==> src/design/ocr_pkg.sv <==
// shared types, constants and helpers of the orthogonal connector router
package ocr_pkg;

  localparam int COORD_BITS    = 24;
  localparam int FRAC_BITS     = 8;
  localparam int SEGMENT_COUNT = 5;
  localparam int RANK_BITS     = 6;
  localparam int THICK_BITS    = 16;
  localparam int PITCH_BITS    = 12;
  localparam int STUB_BITS     = 12;
  localparam int SEG_IDX_BITS  = 3;
  localparam int CFG_IDX_BITS  = 2;
  localparam int CFG_DATA_BITS = 16;

  localparam logic [THICK_BITS-1:0] THICK_RESET = THICK_BITS'(256);
  localparam logic [PITCH_BITS-1:0] PITCH_RESET = PITCH_BITS'(256);
  localparam logic [STUB_BITS-1:0]  STUB_RESET  = STUB_BITS'(512);

  typedef enum logic [CFG_IDX_BITS-1:0] {
    CFG_LINE_THICKNESS = 2'd0,
    CFG_RANK_PITCH     = 2'd1,
    CFG_STUB_LENGTH    = 2'd2
  } cfg_reg_e;

  typedef enum logic [SEG_IDX_BITS-1:0] {
    SEG_SRC_STUB = 3'd0,
    SEG_SRC_RISE = 3'd1,
    SEG_CHANNEL  = 3'd2,
    SEG_DST_RISE = 3'd3,
    SEG_DST_STUB = 3'd4
  } seg_e;

  localparam seg_e SEG_LAST = SEG_DST_STUB;

  // slots of the corner point bundle passed to the serializer
  typedef enum logic [2:0] {
    PT_SX  = 3'd0,
    PT_SY  = 3'd1,
    PT_DX  = 3'd2,
    PT_DY  = 3'd3,
    PT_EX  = 3'd4,
    PT_WX  = 3'd5,
    PT_ROW = 3'd6
  } pt_e;

  localparam int PT_COUNT = 7;

  typedef struct packed {
    logic [THICK_BITS-1:0] line_thickness;
    logic [PITCH_BITS-1:0] rank_pitch;
    logic [STUB_BITS-1:0]  stub_length;
  } cfg_t;

  typedef struct packed {
    logic signed [COORD_BITS-1:0] src_x;
    logic signed [COORD_BITS-1:0] src_y;
    logic        [RANK_BITS-1:0]  src_rank;
    logic signed [COORD_BITS-1:0] src_box_top;
    logic        [COORD_BITS-2:0] src_box_height;
    logic signed [COORD_BITS-1:0] dst_x;
    logic signed [COORD_BITS-1:0] dst_y;
    logic        [RANK_BITS-1:0]  dst_rank;
    logic signed [COORD_BITS-1:0] dst_box_top;
    logic        [COORD_BITS-2:0] dst_box_height;
  } in_item_t;

  typedef struct packed {
    logic signed [COORD_BITS-1:0]   rect_x;
    logic signed [COORD_BITS-1:0]   rect_y;
    logic        [COORD_BITS-1:0]   rect_w;
    logic        [COORD_BITS-1:0]   rect_h;
    logic        [SEG_IDX_BITS-1:0] segment_index;
    logic                           last;
  } out_item_t;

  // internal point width: widest of a coordinate and the rank fan, plus headroom
  function automatic int point_bits(input int frac);
    int step_w;
    int max_w;
    step_w = RANK_BITS + 1 + PITCH_BITS + THICK_BITS - frac;
    max_w  = (COORD_BITS > step_w) ? COORD_BITS : step_w;
    return max_w + 5;
  endfunction

  localparam int POINT_BITS = point_bits(FRAC_BITS);

endpackage

==> src/design/ocr_cfg.sv <==
// configuration registers of the connector router
module ocr_cfg (
  input  logic                               clk_i,
  input  logic                               rst_ni,
  input  logic                               cfg_valid_i,
  output logic                               cfg_ready_o,
  input  logic [ocr_pkg::CFG_IDX_BITS-1:0]   cfg_index_i,
  input  logic [ocr_pkg::CFG_DATA_BITS-1:0]  cfg_data_i,
  output ocr_pkg::cfg_t                      cfg_o
);
  import ocr_pkg::*;

  cfg_t cfg_q, cfg_d;

  assign cfg_ready_o = 1'b1;
  assign cfg_o       = cfg_q;

  always_comb begin
    cfg_d = cfg_q;
    if (cfg_valid_i) begin
      case (cfg_reg_e'(cfg_index_i))
        CFG_LINE_THICKNESS: begin
          cfg_d.line_thickness = cfg_data_i[THICK_BITS-1:0];
        end
        CFG_RANK_PITCH: begin
          cfg_d.rank_pitch = cfg_data_i[PITCH_BITS-1:0];
        end
        CFG_STUB_LENGTH: begin
          cfg_d.stub_length = cfg_data_i[STUB_BITS-1:0];
        end
        default: begin
          cfg_d = cfg_q;
        end
      endcase
    end
  end

  always_ff @(posedge clk_i or negedge rst_ni) begin
    if (!rst_ni) begin
      cfg_q.line_thickness <= THICK_RESET;
      cfg_q.rank_pitch     <= PITCH_RESET;
      cfg_q.stub_length    <= STUB_RESET;
    end else begin
      cfg_q <= cfg_d;
    end
  end

endmodule

==> src/design/ocr_geom.sv <==
// four-stage pipeline that finds the corner points of one wire
module ocr_geom #(
  parameter int FracBits  = ocr_pkg::FRAC_BITS,
  parameter int PointBits = ocr_pkg::POINT_BITS
) (
  input  logic                                         clk_i,
  input  logic                                         rst_ni,
  input  logic                                         in_valid_i,
  output logic                                         in_stall_o,
  input  ocr_pkg::in_item_t                            in_item_i,
  input  ocr_pkg::cfg_t                                cfg_i,
  output logic                                         geo_valid_o,
  input  logic                                         geo_ready_i,
  output logic [ocr_pkg::PT_COUNT-1:0][PointBits-1:0]  geo_pts_o
);
  import ocr_pkg::*;

  localparam int StubPrdW = STUB_BITS + THICK_BITS;
  localparam int StubW    = StubPrdW - FracBits;
  localparam int PrdW     = PITCH_BITS + THICK_BITS;
  localparam int RsumW    = RANK_BITS + 1;
  localparam int StepPrdW = RsumW + PrdW;

  typedef logic signed [PointBits-1:0] pt_t;

  typedef struct packed {
    pt_t  sx;
    pt_t  sy;
    pt_t  dx;
    pt_t  dy;
    pt_t  st;
    pt_t  dt;
    pt_t  sb;
    pt_t  db;
    pt_t  hsum;
    pt_t  stub;
    pt_t  step;
    logic turn_sub;
    logic turn_add;
    logic back;
  } s2_t;

  typedef struct packed {
    pt_t  sx;
    pt_t  sy;
    pt_t  dx;
    pt_t  dy;
    pt_t  st;
    pt_t  dt;
    pt_t  step;
    pt_t  mid_raw;
    pt_t  ex_b;
    pt_t  wx_b;
    pt_t  ha;
    pt_t  hb;
    pt_t  bot;
    pt_t  stst;
    logic above;
    logic below;
    logic back;
  } s3_t;

  // handshake chain
  logic s1_valid_q, s2_valid_q, s3_valid_q, g_valid_q;
  logic s1_ready, s2_ready, s3_ready, g_ready;

  assign g_ready     = !g_valid_q || geo_ready_i;
  assign s3_ready    = !s3_valid_q || g_ready;
  assign s2_ready    = !s2_valid_q || s3_ready;
  assign s1_ready    = !s1_valid_q || s2_ready;
  assign in_stall_o  = !s1_ready;
  assign geo_valid_o = g_valid_q;

  always_ff @(posedge clk_i or negedge rst_ni) begin
    if (!rst_ni) begin
      s1_valid_q <= 1'b0;
      s2_valid_q <= 1'b0;
      s3_valid_q <= 1'b0;
      g_valid_q  <= 1'b0;
    end else begin
      if (s1_ready) s1_valid_q <= in_valid_i;
      if (s2_ready) s2_valid_q <= s1_valid_q;
      if (s3_ready) s3_valid_q <= s2_valid_q;
      if (g_ready)  g_valid_q  <= s3_valid_q;
    end
  end

  // stage 1: register the ends, rank sum, stub length and pitch times thickness
  in_item_t            s1_in_q;
  logic [StubW-1:0]    s1_stub_q, s1_stub_d;
  logic [PrdW-1:0]     s1_rpt_q, s1_rpt_d;
  logic [RsumW-1:0]    s1_rsum_q, s1_rsum_d;
  logic [StubPrdW-1:0] stub_prd;

  assign stub_prd  = cfg_i.stub_length * cfg_i.line_thickness;
  assign s1_stub_d = stub_prd[StubPrdW-1:FracBits];
  assign s1_rpt_d  = cfg_i.rank_pitch * cfg_i.line_thickness;
  assign s1_rsum_d = {1'b0, in_item_i.src_rank} + {1'b0, in_item_i.dst_rank};

  always_ff @(posedge clk_i) begin
    if (s1_ready) begin
      s1_in_q   <= in_item_i;
      s1_stub_q <= s1_stub_d;
      s1_rpt_q  <= s1_rpt_d;
      s1_rsum_q <= s1_rsum_d;
    end
  end

  // stage 2: rank fan, box bottoms, directions, backward test
  s2_t                 s2_q, s2_d;
  logic [StepPrdW-1:0] step_prd;
  pt_t                 dxs, dys;
  logic                dx_neg, dx_pos, dy_neg, dy_pos;

  assign step_prd = s1_rsum_q * s1_rpt_q;

  always_comb begin
    s2_d.sx   = pt_t'($signed(s1_in_q.src_x));
    s2_d.sy   = pt_t'($signed(s1_in_q.src_y));
    s2_d.dx   = pt_t'($signed(s1_in_q.dst_x));
    s2_d.dy   = pt_t'($signed(s1_in_q.dst_y));
    s2_d.st   = pt_t'($signed(s1_in_q.src_box_top));
    s2_d.dt   = pt_t'($signed(s1_in_q.dst_box_top));
    s2_d.sb   = s2_d.st + pt_t'({1'b0, s1_in_q.src_box_height});
    s2_d.db   = s2_d.dt + pt_t'({1'b0, s1_in_q.dst_box_height});
    s2_d.hsum = (s2_d.sx + s2_d.dx) >>> 1;
    s2_d.stub = pt_t'({1'b0, s1_stub_q});
    s2_d.step = pt_t'({1'b0, step_prd[StepPrdW-1:FracBits]});
    dxs       = s2_d.dx - s2_d.sx;
    dys       = s2_d.dy - s2_d.sy;
    dx_neg    = dxs[PointBits-1];
    dx_pos    = !dx_neg && (|dxs);
    dy_neg    = dys[PointBits-1];
    dy_pos    = !dy_neg && (|dys);
    // fan moves against the product of the two direction signs
    s2_d.turn_sub = (dx_pos && dy_pos) || (dx_neg && dy_neg);
    s2_d.turn_add = (dx_pos && dy_neg) || (dx_neg && dy_pos);
    s2_d.back     = dxs < (s2_d.stub <<< 1);
  end

  always_ff @(posedge clk_i) begin
    if (s2_ready) s2_q <= s2_d;
  end

  // stage 3: candidate columns and channel row terms
  s3_t s3_q, s3_d;

  always_comb begin
    s3_d.sx   = s2_q.sx;
    s3_d.sy   = s2_q.sy;
    s3_d.dx   = s2_q.dx;
    s3_d.dy   = s2_q.dy;
    s3_d.st   = s2_q.st;
    s3_d.dt   = s2_q.dt;
    s3_d.step = s2_q.step;
    s3_d.back = s2_q.back;
    if (s2_q.turn_sub) begin
      s3_d.mid_raw = s2_q.hsum - s2_q.step;
    end else if (s2_q.turn_add) begin
      s3_d.mid_raw = s2_q.hsum + s2_q.step;
    end else begin
      s3_d.mid_raw = s2_q.hsum;
    end
    s3_d.ex_b  = s2_q.sx + s2_q.stub + s2_q.step;
    s3_d.wx_b  = s2_q.dx - s2_q.stub - s2_q.step;
    s3_d.ha    = (s2_q.sb + s2_q.dt) >>> 1;
    s3_d.hb    = (s2_q.db + s2_q.st) >>> 1;
    s3_d.bot   = (s2_q.sb > s2_q.db) ? s2_q.sb : s2_q.db;
    s3_d.stst  = s2_q.stub + s2_q.step;
    s3_d.above = s2_q.sb <= s2_q.dt;
    s3_d.below = s2_q.db <= s2_q.st;
  end

  always_ff @(posedge clk_i) begin
    if (s3_ready) s3_q <= s3_d;
  end

  // stage 4: clamp the middle column, pick the channel row
  logic [PT_COUNT-1:0][PointBits-1:0] g_pts_q, g_pts_d;
  pt_t lo_x, hi_x, mid_a, mid, ra, rb, rc, row_b;

  always_comb begin
    lo_x  = (s3_q.sx < s3_q.dx) ? s3_q.sx : s3_q.dx;
    hi_x  = (s3_q.sx > s3_q.dx) ? s3_q.sx : s3_q.dx;
    mid_a = (s3_q.mid_raw > lo_x) ? s3_q.mid_raw : lo_x;
    mid   = (mid_a < hi_x) ? mid_a : hi_x;
    ra    = s3_q.ha + s3_q.step;
    rb    = s3_q.hb + s3_q.step;
    rc    = s3_q.bot + s3_q.stst;
    if (s3_q.above) begin
      row_b = (ra < s3_q.dt) ? ra : s3_q.dt;
    end else if (s3_q.below) begin
      row_b = (rb < s3_q.st) ? rb : s3_q.st;
    end else begin
      row_b = rc;
    end
    g_pts_d         = '0;
    g_pts_d[PT_SX]  = s3_q.sx;
    g_pts_d[PT_SY]  = s3_q.sy;
    g_pts_d[PT_DX]  = s3_q.dx;
    g_pts_d[PT_DY]  = s3_q.dy;
    g_pts_d[PT_EX]  = s3_q.back ? s3_q.ex_b : mid;
    g_pts_d[PT_WX]  = s3_q.back ? s3_q.wx_b : mid;
    g_pts_d[PT_ROW] = s3_q.back ? row_b : s3_q.dy;
  end

  always_ff @(posedge clk_i) begin
    if (g_ready) g_pts_q <= g_pts_d;
  end

  assign geo_pts_o = g_pts_q;

endmodule

==> src/design/ocr_serial.sv <==
// walks the five segments of a wire and registers one rectangle per cycle while the output is not stalled
module ocr_serial #(
  parameter int PointBits = ocr_pkg::POINT_BITS
) (
  input  logic                                         clk_i,
  input  logic                                         rst_ni,
  input  logic                                         geo_valid_i,
  output logic                                         geo_ready_o,
  input  logic [ocr_pkg::PT_COUNT-1:0][PointBits-1:0]  geo_pts_i,
  input  logic [ocr_pkg::THICK_BITS-1:0]               thickness_i,
  output logic                                         out_valid_o,
  input  logic                                         out_stall_i,
  output ocr_pkg::out_item_t                           out_item_o
);
  import ocr_pkg::*;

  localparam int C = COORD_BITS;

  typedef logic signed [PointBits-1:0] pt_t;

  function automatic logic [C-1:0] sat_s(input pt_t v);
    pt_t smax;
    pt_t smin;
    smax = pt_t'({1'b0, {(C-1){1'b1}}});
    smin = -smax - pt_t'(1);
    if (v > smax) return smax[C-1:0];
    if (v < smin) return smin[C-1:0];
    return v[C-1:0];
  endfunction

  function automatic logic [C-1:0] sat_u(input pt_t v);
    pt_t umax;
    umax = pt_t'({1'b0, {C{1'b1}}});
    if (v[PointBits-1]) return '0;
    if (v > umax) return umax[C-1:0];
    return v[C-1:0];
  endfunction

  logic                               seg_valid_q, seg_valid_d;
  seg_e                               cnt_q, cnt_d;
  logic [PT_COUNT-1:0][PointBits-1:0] pts_q;
  logic                               out_valid_q, out_valid_d;
  out_item_t                          out_q, out_d;
  logic                               out_ready, emit, done, load;

  assign out_ready   = !out_valid_q || !out_stall_i;
  assign emit        = seg_valid_q && out_ready;
  assign done        = emit && (cnt_q == SEG_LAST);
  assign geo_ready_o = !seg_valid_q || done;
  assign load        = geo_valid_i && geo_ready_o;

  always_comb begin
    seg_valid_d = seg_valid_q;
    cnt_d       = cnt_q;
    if (load) begin
      seg_valid_d = 1'b1;
      cnt_d       = SEG_SRC_STUB;
    end else if (done) begin
      seg_valid_d = 1'b0;
    end else if (emit) begin
      cnt_d = seg_e'(cnt_q + 1'b1);
    end
    out_valid_d = out_ready ? emit : out_valid_q;
  end

  always_ff @(posedge clk_i or negedge rst_ni) begin
    if (!rst_ni) begin
      seg_valid_q <= 1'b0;
      cnt_q       <= SEG_SRC_STUB;
      out_valid_q <= 1'b0;
    end else begin
      seg_valid_q <= seg_valid_d;
      cnt_q       <= cnt_d;
      out_valid_q <= out_valid_d;
    end
  end

  always_ff @(posedge clk_i) begin
    if (load) pts_q <= geo_pts_i;
  end

  // segment end points and inflated rectangle
  pt_t sx, sy, dx, dy, ex, wx, row;
  pt_t ax, ay, bx, by;
  pt_t x_lo, x_hi, y_lo, y_hi, half, thick;

  always_comb begin
    sx    = $signed(pts_q[PT_SX]);
    sy    = $signed(pts_q[PT_SY]);
    dx    = $signed(pts_q[PT_DX]);
    dy    = $signed(pts_q[PT_DY]);
    ex    = $signed(pts_q[PT_EX]);
    wx    = $signed(pts_q[PT_WX]);
    row   = $signed(pts_q[PT_ROW]);
    thick = pt_t'({1'b0, thickness_i});
    half  = pt_t'({1'b0, thickness_i[THICK_BITS-1:1]});
    case (cnt_q)
      SEG_SRC_STUB: begin
        ax = sx; ay = sy; bx = ex; by = sy;
      end
      SEG_SRC_RISE: begin
        ax = ex; ay = sy; bx = ex; by = row;
      end
      SEG_CHANNEL: begin
        ax = ex; ay = row; bx = wx; by = row;
      end
      SEG_DST_RISE: begin
        ax = wx; ay = row; bx = wx; by = dy;
      end
      SEG_DST_STUB: begin
        ax = wx; ay = dy; bx = dx; by = dy;
      end
      default: begin
        ax = '0; ay = '0; bx = '0; by = '0;
      end
    endcase
    x_lo = (ax < bx) ? ax : bx;
    x_hi = (ax < bx) ? bx : ax;
    y_lo = (ay < by) ? ay : by;
    y_hi = (ay < by) ? by : ay;
    out_d.rect_x        = sat_s(x_lo - half);
    out_d.rect_y        = sat_s(y_lo - half);
    out_d.rect_w        = sat_u(x_hi - x_lo + thick);
    out_d.rect_h        = sat_u(y_hi - y_lo + thick);
    out_d.segment_index = cnt_q;
    out_d.last          = (cnt_q == SEG_LAST);
  end

  always_ff @(posedge clk_i) begin
    if (emit) out_q <= out_d;
  end

  assign out_valid_o = out_valid_q;
  assign out_item_o  = out_q;

endmodule

==> src/design/orthogonal_connector_router.sv <==
// top level of the orthogonal connector router
// Takes one wire (two port ends with their node boxes) per input transfer and
// returns five rectangle transfers, source side first, the fifth with last set.
// Rectangles leave one per cycle while the output is not stalled: the segment
// serializer has one output register, emits one segment a cycle when not
// stalled and loads the next wire as it emits the last segment. The corner
// points come from a four-stage pipeline (products, fan and bottoms,
// candidates, clamp and row select), so up to six wires are in flight (four in
// the pipeline, one in the serializer, the last rectangle of one more in the
// output register), a wire going through them in that order. The configuration
// port always accepts; write it only while no wire is in flight.
module orthogonal_connector_router #(
  parameter int FracBits = ocr_pkg::FRAC_BITS
) (
  input  logic                               clk_i,
  input  logic                               rst_ni,
  input  logic                               cfg_valid_i,
  output logic                               cfg_ready_o,
  input  logic [ocr_pkg::CFG_IDX_BITS-1:0]   cfg_index_i,
  input  logic [ocr_pkg::CFG_DATA_BITS-1:0]  cfg_data_i,
  input  logic                               in_valid_i,
  output logic                               in_stall_o,
  input  ocr_pkg::in_item_t                  in_item_i,
  output logic                               out_valid_o,
  input  logic                               out_stall_i,
  output ocr_pkg::out_item_t                 out_item_o
);
  import ocr_pkg::*;

  localparam int PointBits = point_bits(FracBits);

  cfg_t                               cfg;
  logic                               geo_valid, geo_ready;
  logic [PT_COUNT-1:0][PointBits-1:0] geo_pts;

  ocr_cfg u_cfg (
    .clk_i       (clk_i),
    .rst_ni      (rst_ni),
    .cfg_valid_i (cfg_valid_i),
    .cfg_ready_o (cfg_ready_o),
    .cfg_index_i (cfg_index_i),
    .cfg_data_i  (cfg_data_i),
    .cfg_o       (cfg)
  );

  ocr_geom #(
    .FracBits  (FracBits),
    .PointBits (PointBits)
  ) u_geom (
    .clk_i       (clk_i),
    .rst_ni      (rst_ni),
    .in_valid_i  (in_valid_i),
    .in_stall_o  (in_stall_o),
    .in_item_i   (in_item_i),
    .cfg_i       (cfg),
    .geo_valid_o (geo_valid),
    .geo_ready_i (geo_ready),
    .geo_pts_o   (geo_pts)
  );

  ocr_serial #(
    .PointBits (PointBits)
  ) u_serial (
    .clk_i       (clk_i),
    .rst_ni      (rst_ni),
    .geo_valid_i (geo_valid),
    .geo_ready_o (geo_ready),
    .geo_pts_i   (geo_pts),
    .thickness_i (cfg.line_thickness),
    .out_valid_o (out_valid_o),
    .out_stall_i (out_stall_i),
    .out_item_o  (out_item_o)
  );

endmodule

==> config.mk <==
export PLATFORM = sky130hd
export DESIGN_NAME = orthogonal_connector_router
export DESIGN_NICKNAME = d
export VERILOG_FILES = /design/src/design/ocr_pkg.sv /design/src/design/ocr_cfg.sv /design/src/design/ocr_geom.sv /design/src/design/ocr_serial.sv /design/src/design/orthogonal_connector_router.sv
export SDC_FILE = /design/constraint.sdc
export NUM_CORES = 2
export LEC_CHECK = 0
export BUFFER_PORTS_ARGS = -buffer_cell sky130_fd_sc_hd__buf_2
export CAP_MARGIN = 15
export CORE_MARGIN = 2
export CORE_UTILIZATION = 58
export CTS_BUF_LIST = sky130_fd_sc_hd__clkbuf_2
export DETAILED_ROUTE_END_ITERATION = 12
export GPL_TIMING_DRIVEN = 0
export PLACE_DENSITY = 0.83
export SETUP_SLACK_MARGIN = 0.1
export SLEW_MARGIN = 20
export SYNTH_ARGS = -nofsm -noshare
export SYNTH_HDL_FRONTEND = slang
export SYNTH_SLANG_ARGS = --single-unit
==> constraint.sdc <==
create_clock -name clk_i -period 26.2 [get_ports clk_i]
set_input_delay 2.62 -clock clk_i [delete_from_list [all_inputs] [get_ports clk_i]]
set_output_delay 2.62 -clock clk_i [all_outputs]
set_load 0.02 [all_outputs]
### Word-level counts from Yosys, hierarchy flattened

Cells that the tools add are included.

| word-level totals | value |
|---|---|
| flip-flop bits (word level) | 1,456 |
| bits in latches | 0 |
| bits in writable memories | 0 |
| memory bits (read-only) | 0 |
| output and inout port bits | 103 |
| word-level logic and storage cells | 221 |
| memories kept | 0 |

| operators by class | value |
|---|---|
| add/sub/neg operators | 25 |
| multiply operators | 3 |
| div/mod/pow operators | 0 |
| magnitude comparators | 18 |
| eq/ne operators | 7 |
| shifts and indexed selects | 0 |
| mux-type cells | 55 |
| bitwise gates (word level) | 0 |
| reduce and logical (&&, ||, !) cells | 41 |

Operator list:

| operator | number |
|---|---|
| $mux 32 | 18 |
| $mux 24 | 16 |
| $pmux 32 s3 | 4 |
| $lt 32x32->1 | 3 |
| $add 24x24->25 | 3 |
| $add 31x28->32 | 2 |
| $add 32x17->32 | 2 |
| $add 32x24->32 | 2 |
| $gt 32x24->1 const B | 2 |
| $gt 32x25->1 const B | 2 |
| $gt 32x32->1 | 2 |
| $le 32x24->1 | 2 |
| $lt 32x24->1 | 2 |
| $lt 32x24->1 const B | 2 |
| $reduce_or 32->1 | 2 |
| $sub 32x16->32 | 2 |
| $sub 32x32->32 | 2 |
| $mul 12x16->28 | 2 |
| $sub 24x24->25 | 2 |
| $mul 7x28->35 | 1 |
| $add 32x28->32 | 1 |
| $add 32x32->32 | 1 |
| $lt 32x22->1 | 1 |
| $sub 32x28->32 | 1 |
| 25 further kinds | 72 |

### Logic depth before layout (Yosys ltp)

| logic depth | value |
|---|---|
| word-level depth | 12 |
| gate-level depth with buffers | 40 |

### Hierarchy

From an unflattened synthesis, not the netlist that was laid out.

| unflattened totals | value |
|---|---|
| cells, all modules | 9,453 |
| area, all modules | 102,336.9 um2 |

By module, submodules not included:

| module | instances | cells an instance | area each (um2) |
|---|---|---|---|
| ocr_geom | 1 | 7,202 | 78,701.7 |
| ocr_serial | 1 | 2,163 | 22,105.0 |
| ocr_cfg | 1 | 88 | 1,530.2 |

### Worst setup path after synthesis

OpenSTA, ideal clock, no wires.

| timing path | value |
|---|---|
| path type | input-to-output |
| from | input out_stall_i |
| to | output in_stall_o |
| data arrival time | 21.059 ns |
| data required time | 23.580 ns |
| setup slack | 2.521 ns |
| cell stages on the path | 6 |
| buffers on the path | 0 |
| path through | nand2_1 a21boi_0 nand3_1 inv_1 nand3_1 inv_1 |

| on the way | value |
|---|---|
| word-level cells in the longest chain between the ends | 10 |

Ends and longest elaborated chain:

| element | line | RTL |
|---|---|---|
| from (decl) | orthogonal_connector_router.sv:25 | `input logic out_stall_i,` |
| $logic_not 1->1 | ocr_serial.sv:46 | `assign out_ready = !out_valid_q \|\| !out_stall_i;` |
| $logic_or 1x1->1 | ocr_serial.sv:46 |  |
| $logic_and 1x1->1 | ocr_serial.sv:47 | `assign emit = seg_valid_q && out_ready;` |
| $logic_and 1x1->1 | ocr_serial.sv:48 | `assign done = emit && (cnt_q == SEG_LAST);` |
| $logic_or 1x1->1 | ocr_serial.sv:49 | `assign geo_ready_o = !seg_valid_q \|\| done;` |
| $logic_or 1x1->1 | ocr_geom.sv:67 | `assign g_ready = !g_valid_q \|\| geo_ready_i;` |
| $logic_or 1x1->1 | ocr_geom.sv:68 | `assign s3_ready = !s3_valid_q \|\| g_ready;` |
| via u_geom.s3_ready | ocr_geom.sv:65 | `logic s1_ready, s2_ready, s3_ready, g_ready;` |
| $logic_or 1x1->1 | ocr_geom.sv:69 | `assign s2_ready = !s2_valid_q \|\| s3_ready;` |
| $logic_or 1x1->1 | ocr_geom.sv:70 | `assign s1_ready = !s1_valid_q \|\| s2_ready;` |
| $logic_not 1->1 | ocr_geom.sv:71 | `assign in_stall_o = !s1_ready;` |
| to (decl) | orthogonal_connector_router.sv:22 | `output logic in_stall_o,` |

The timed path passes the listed nets, and every way through them passes these cells.

### Worst setup path after layout

| timing path | value |
|---|---|
| from | register u_serial.cnt_q[1] |
| to | register u_serial.out_q, in the netlist u_serial.out_item_o[41], data pin |

| on the way | value |
|---|---|
| word-level cells in the longest chain between the ends | 12 |
| elaborated cells between the ends (all ways) | 23 |
| classes of those cells | add/sub: 2; order compare: 2; eq/ne: 4; mux: 10; reduce/logical: 5 |

Ends and longest elaborated chain:

| element | line | RTL |
|---|---|---|
| from (decl) | ocr_serial.sv:40 | `seg_e cnt_q, cnt_d;` |
| from (signal assigned) | ocr_serial.sv:73 | `cnt_q <= cnt_d;` |
| $eq 3x2->1 (tied with other cells) | ocr_serial.sv:97 | `case (cnt_q)` |
| $reduce_or 2->1 (no source line) | n/a |  |
| $pmux 32 s3 | ocr_serial.sv:97 |  |
| $lt 32x32->1 | ocr_serial.sv:117, ocr_serial.sv:118 |  |
| $mux 32, on equally long branches | ocr_serial.sv:118, ocr_serial.sv:117 |  |
| $sub 32x32->32 (*) | ocr_serial.sv:123 | `out_d.rect_w = sat_u(x_hi - x_lo + thick);` |
| $add 32x17->32 (*) | ocr_serial.sv:123 |  |
| $gt 32x25->1 | ocr_serial.sv:35 | `if (v > umax) return umax[C-1:0];` |
| $mux 1 (2 in a row) | ocr_serial.sv:35 |  |
| $mux 24 | ocr_serial.sv:36 | `return v[C-1:0];` |
| $mux 24 (*) | ocr_serial.sv:35 |  |
| to (signal assigned) | ocr_serial.sv:130 | `if (emit) out_q <= out_d;` |
| to (decl) | ocr_serial.sv:43 | `out_item_t out_q, out_d;` |

Mark *: on every way between the ends. The rest lies on a longest branch, timed or not. The select of a mux whose other input is x is not followed.
A chain may end at the register's enable or synchronous reset.

==> reports/qor.csv <==
stage;metric;value;unit
logic_synthesis;Syn Nets;11290;
logic_synthesis;post-synthesis cell type count;92;
die;die area;0.1796;sq mm
global_route;largest net degree at the start of global routing;67;
flow_run;Max-Cap Viols;0;
timing;period utilization;49.67;%
logic_synthesis;register area share after synthesis;41.72;%
logic_synthesis;YS warnings;0;
route;via count;80170;
die;row cnt;154;
placement;DPL Wire Length;254700;um
logic_synthesis;Synth Flop Type;edfxtp_1;
timing;fmax;76.85;MHz
placement;Placed Area;0.1076;sq mm
cts;clock latency on the worst-skew pair;1970;ps
route;Routed WL per cell;24.42;um
finish;fraction of layout cells with a size suffix above 1;10.12;%
die;Die H;423.8;um
logic_synthesis;EDFF count, synth;1379;
setup_path;Setup CP Type;flop to flop;
logic_synthesis;top cells by count, synth;1379 x edfxtp_1, 1009 x ha_1, 943 x inv_1;
global_route;Total GRT Usage;35.02;%
die;total core area;0.1755;sq mm
finish;Final nets;12020;
logic_synthesis;count leader, synth;edfxtp_1;
placement;routability cong.;1.044;
timing;final setup violation count;0;
logic_synthesis;Gate Count Post-Synth;9597;
logic_synthesis;area leader, netlist;edfxtp_1;
global_route;first-pass GRT wire length;471900;um
timing;Least-Margin Pin Slew;1394;ps
setup_path;Worst EP arrival;14620;ps
cts;Root Driver;clkbuf_2;
route;DRT Pass-1 Iters;10;
timing;post-route minimum period;13010;ps
setup_path;Critical Path Start Type;flop;
placement;DP Worst Slack;13410;ps
timing;Layout Skew;201.7;ps
cts;Sinks on Clock Net;1428;
cts;# H-tree levels;5;
logic_synthesis;ys async rst share;3.431;%
route;Routed WL;315800;um
timing;worst setup margin;13190;ps
cts;CTS tree;yes;
route;Routed Antenna Nets;0;
logic_synthesis;Synth top area share;40.52;%
finish;Core Util, Final;63.24;%
setup_path;Largest stage delay, worst path;680;ps
finish;Layout fillers;13960;
finish;post-route cell area;0.1110;sq mm
finish;sequential cell area;0.04264;sq mm
route;Iter 0 DRT Violations;9441;
route;Via-to-Cell Ratio;6.198;
setup_path;largest fanout on the critical path;10;
timing;hold slack;341.9;ps
finish;synthesis-to-finish area growth;8.619;%
die;io pins;328;
cts;clk slew on worst S/H paths;130;ps
cts;cts hold-fix bufs;0;
setup_path;slowest CP cell;nor3_1;
logic_synthesis;Post-Syn Area;0.1022;sq mm
timing;final hold violations;0;
logic_synthesis;Synth Register Bits;1428;
status;status;completed;
logic_synthesis;largest cells by area after synthesis;edfxtp_1 41%, ha_1 12%, fa_1 9.0%;
cts;Setup Buffers After CTS;0;
logic_synthesis;Avg Cell Area, Syn;10.65;sq um
cts;cts repair resizes;0;
route;DRC Markers;0;
placement;PortBufs;326;
die;Starting Density;58.22;%
finish;area of the multi-input gates;0.05488;sq mm
worst_hold_path;HP Class;flop to flop;
timing;Slew headroom;7.043;%
die;die width;423.8;um
cts;CTS buffer count;368;
global_route;initial antenna violation count;16;
global_route;grt ovf;0;
cts;Clock Tree Buf Depth;4;
setup_path;Crit path required time;27810;ps
timing;Final Max Slew Viols;0;
timing;RSZ-0062 raised after global routing;false;
global_route;vias in the first global route;78940;
setup_path;Crit. End Element;flop;
setup_path;cell repeated most along the worst path;buf_1;
## layout by cell type, fill, tap and decap left out, types with 86 or more instances in the layout
cell	instances
buf_2	342
clkbuf_1	273
a21o_1	238
nor2_1	539
nand3_1	170
a21oi_1	599
fa_1	457
o21a_1	141
nand4_1	88
nor3_1	157
and3_1	92
inv_1	943
ha_1	1009
edfxtp_1	1379
or3_1	89
o21ai_0	365
and2_1	187
xnor2_1	304
nand2_1	896
xor2_1	161
clkinv_1	86
clkbuf_2	489
nor2b_1	107
## area by class of cell
class / count / share of cell area (%)
Clock buffer: 485 / 2.187
Antenna cell: 16 / 0.03607
Sequential cell: 1428 / 38.41
Timing Repair Buffer: 362 / 2.162
Buffer: 317 / 1.091
Clock inverter: 134 / 0.8431
Tap cell: 2340 / 2.637
Inverter: 945 / 3.195
Multi-Input combinational cell: 6907 / 49.44
## per-stage QoR
stage / setup TNS, ps / cells
2_1_floorplan: 0 / 9597
3_3_place_gp: -1262770 / 12260
3_5_place_dp: 0 / 12290
4_1_cts: 0 / 12910
5_1_grt: 0 / 12920
6_report: 0 / 12930
## state kept, by name, indices dropped and copies added, names as in the netlist
| signal | flops |
|---|---|
| u_geom.s3_q | 286 |
| u_geom.s1_in_q | 190 |
| u_geom.s2_valid_q | 1 |
| u_serial.out_item_o | 100 |
| u_geom.geo_pts_o | 192 |
| u_serial.seg_valid_q | 1 |
| u_geom.s1_rpt_q | 28 |
| u_serial.cnt_q | 3 |
| u_geom.s2_q | 268 |
| u_serial.sy | 24 |
| u_geom.s1_stub_q | 20 |
| u_geom.s3_valid_q | 1 |
| u_serial.row | 32 |
| u_geom.geo_valid_o | 1 |
| u_serial.dy | 24 |
| u_geom.s1_rsum_q | 7 |
| u_serial.ex | 32 |
| u_cfg.cfg_o | 40 |
| u_serial.wx | 32 |
| u_geom.g_pts_d | 96 |
| u_serial.dx | 24 |
| u_serial.out_valid_o | 1 |
| u_geom.s1_valid_q | 1 |
| u_serial.sx | 24 |
## final timing paths
check / from / to / slack (ps) / cells past startpoint
min in group asynchronous: rst_ni / u_cfg.cfg_o[35]$_DFFE_PN0P_ / 800 / 1
setup reg to reg: u_serial.cnt_q[1]$_DFFE_PN0P_ / u_serial.out_item_o[41]$_SDFFCE_PP0P_ / 13190 / 38
setup / recovery: u_serial.cnt_q[1]$_DFFE_PN0P_ / u_serial.out_item_o[41]$_SDFFCE_PP0P_ / 13190 / 38
hold / removal: u_geom.geo_pts_o[38]$_DFFE_PP_ / u_serial.sy[6]$_DFFE_PP_ / 340 / 0
hold reg to reg: u_geom.geo_pts_o[38]$_DFFE_PP_ / u_serial.sy[6]$_DFFE_PP_ / 340 / 0
max in group asynchronous: rst_ni / u_cfg.cfg_o[13]$_DFFE_PN0P_ / 24810 / 1
## cell families after synthesis
logic type / Yosys count / share of synthesized area (%)
flops: 1428 / 41.72
mux: 141 / 1.463
other cells: 1 / 0.003669
simple gates: 2547 / 11.81
fa+ha+maj: 1468 / 21.32
buf+inv: 1262 / 4.656
xor+xnor: 465 / 3.985
compound gates: 2285 / 15.04
## worst max-delay path, delay by kind of cell (launching register included)
family,cells,cell delay [ps]
flip-flops,1,490
XOR/XNOR,1,150
buffers and inverters,12,4870
AND/OR/NAND/NOR,7,2690
adder cells (fa/ha/maj),4,1330
AO/OA/AOI/OAI,14,3120
## routing by layer
metal,routed length (um),track usage (%),vias to the layer above
met5,38,0,-
met4,20330,20.21,6
met3,31070,6.201,808
met2,137200,52.91,4362
met1,127200,47.71,38540
li1,-,-,36450
Power is not shown: default switching activity piles up to over one toggle a cycle in this logic, so the estimate is an artifact.
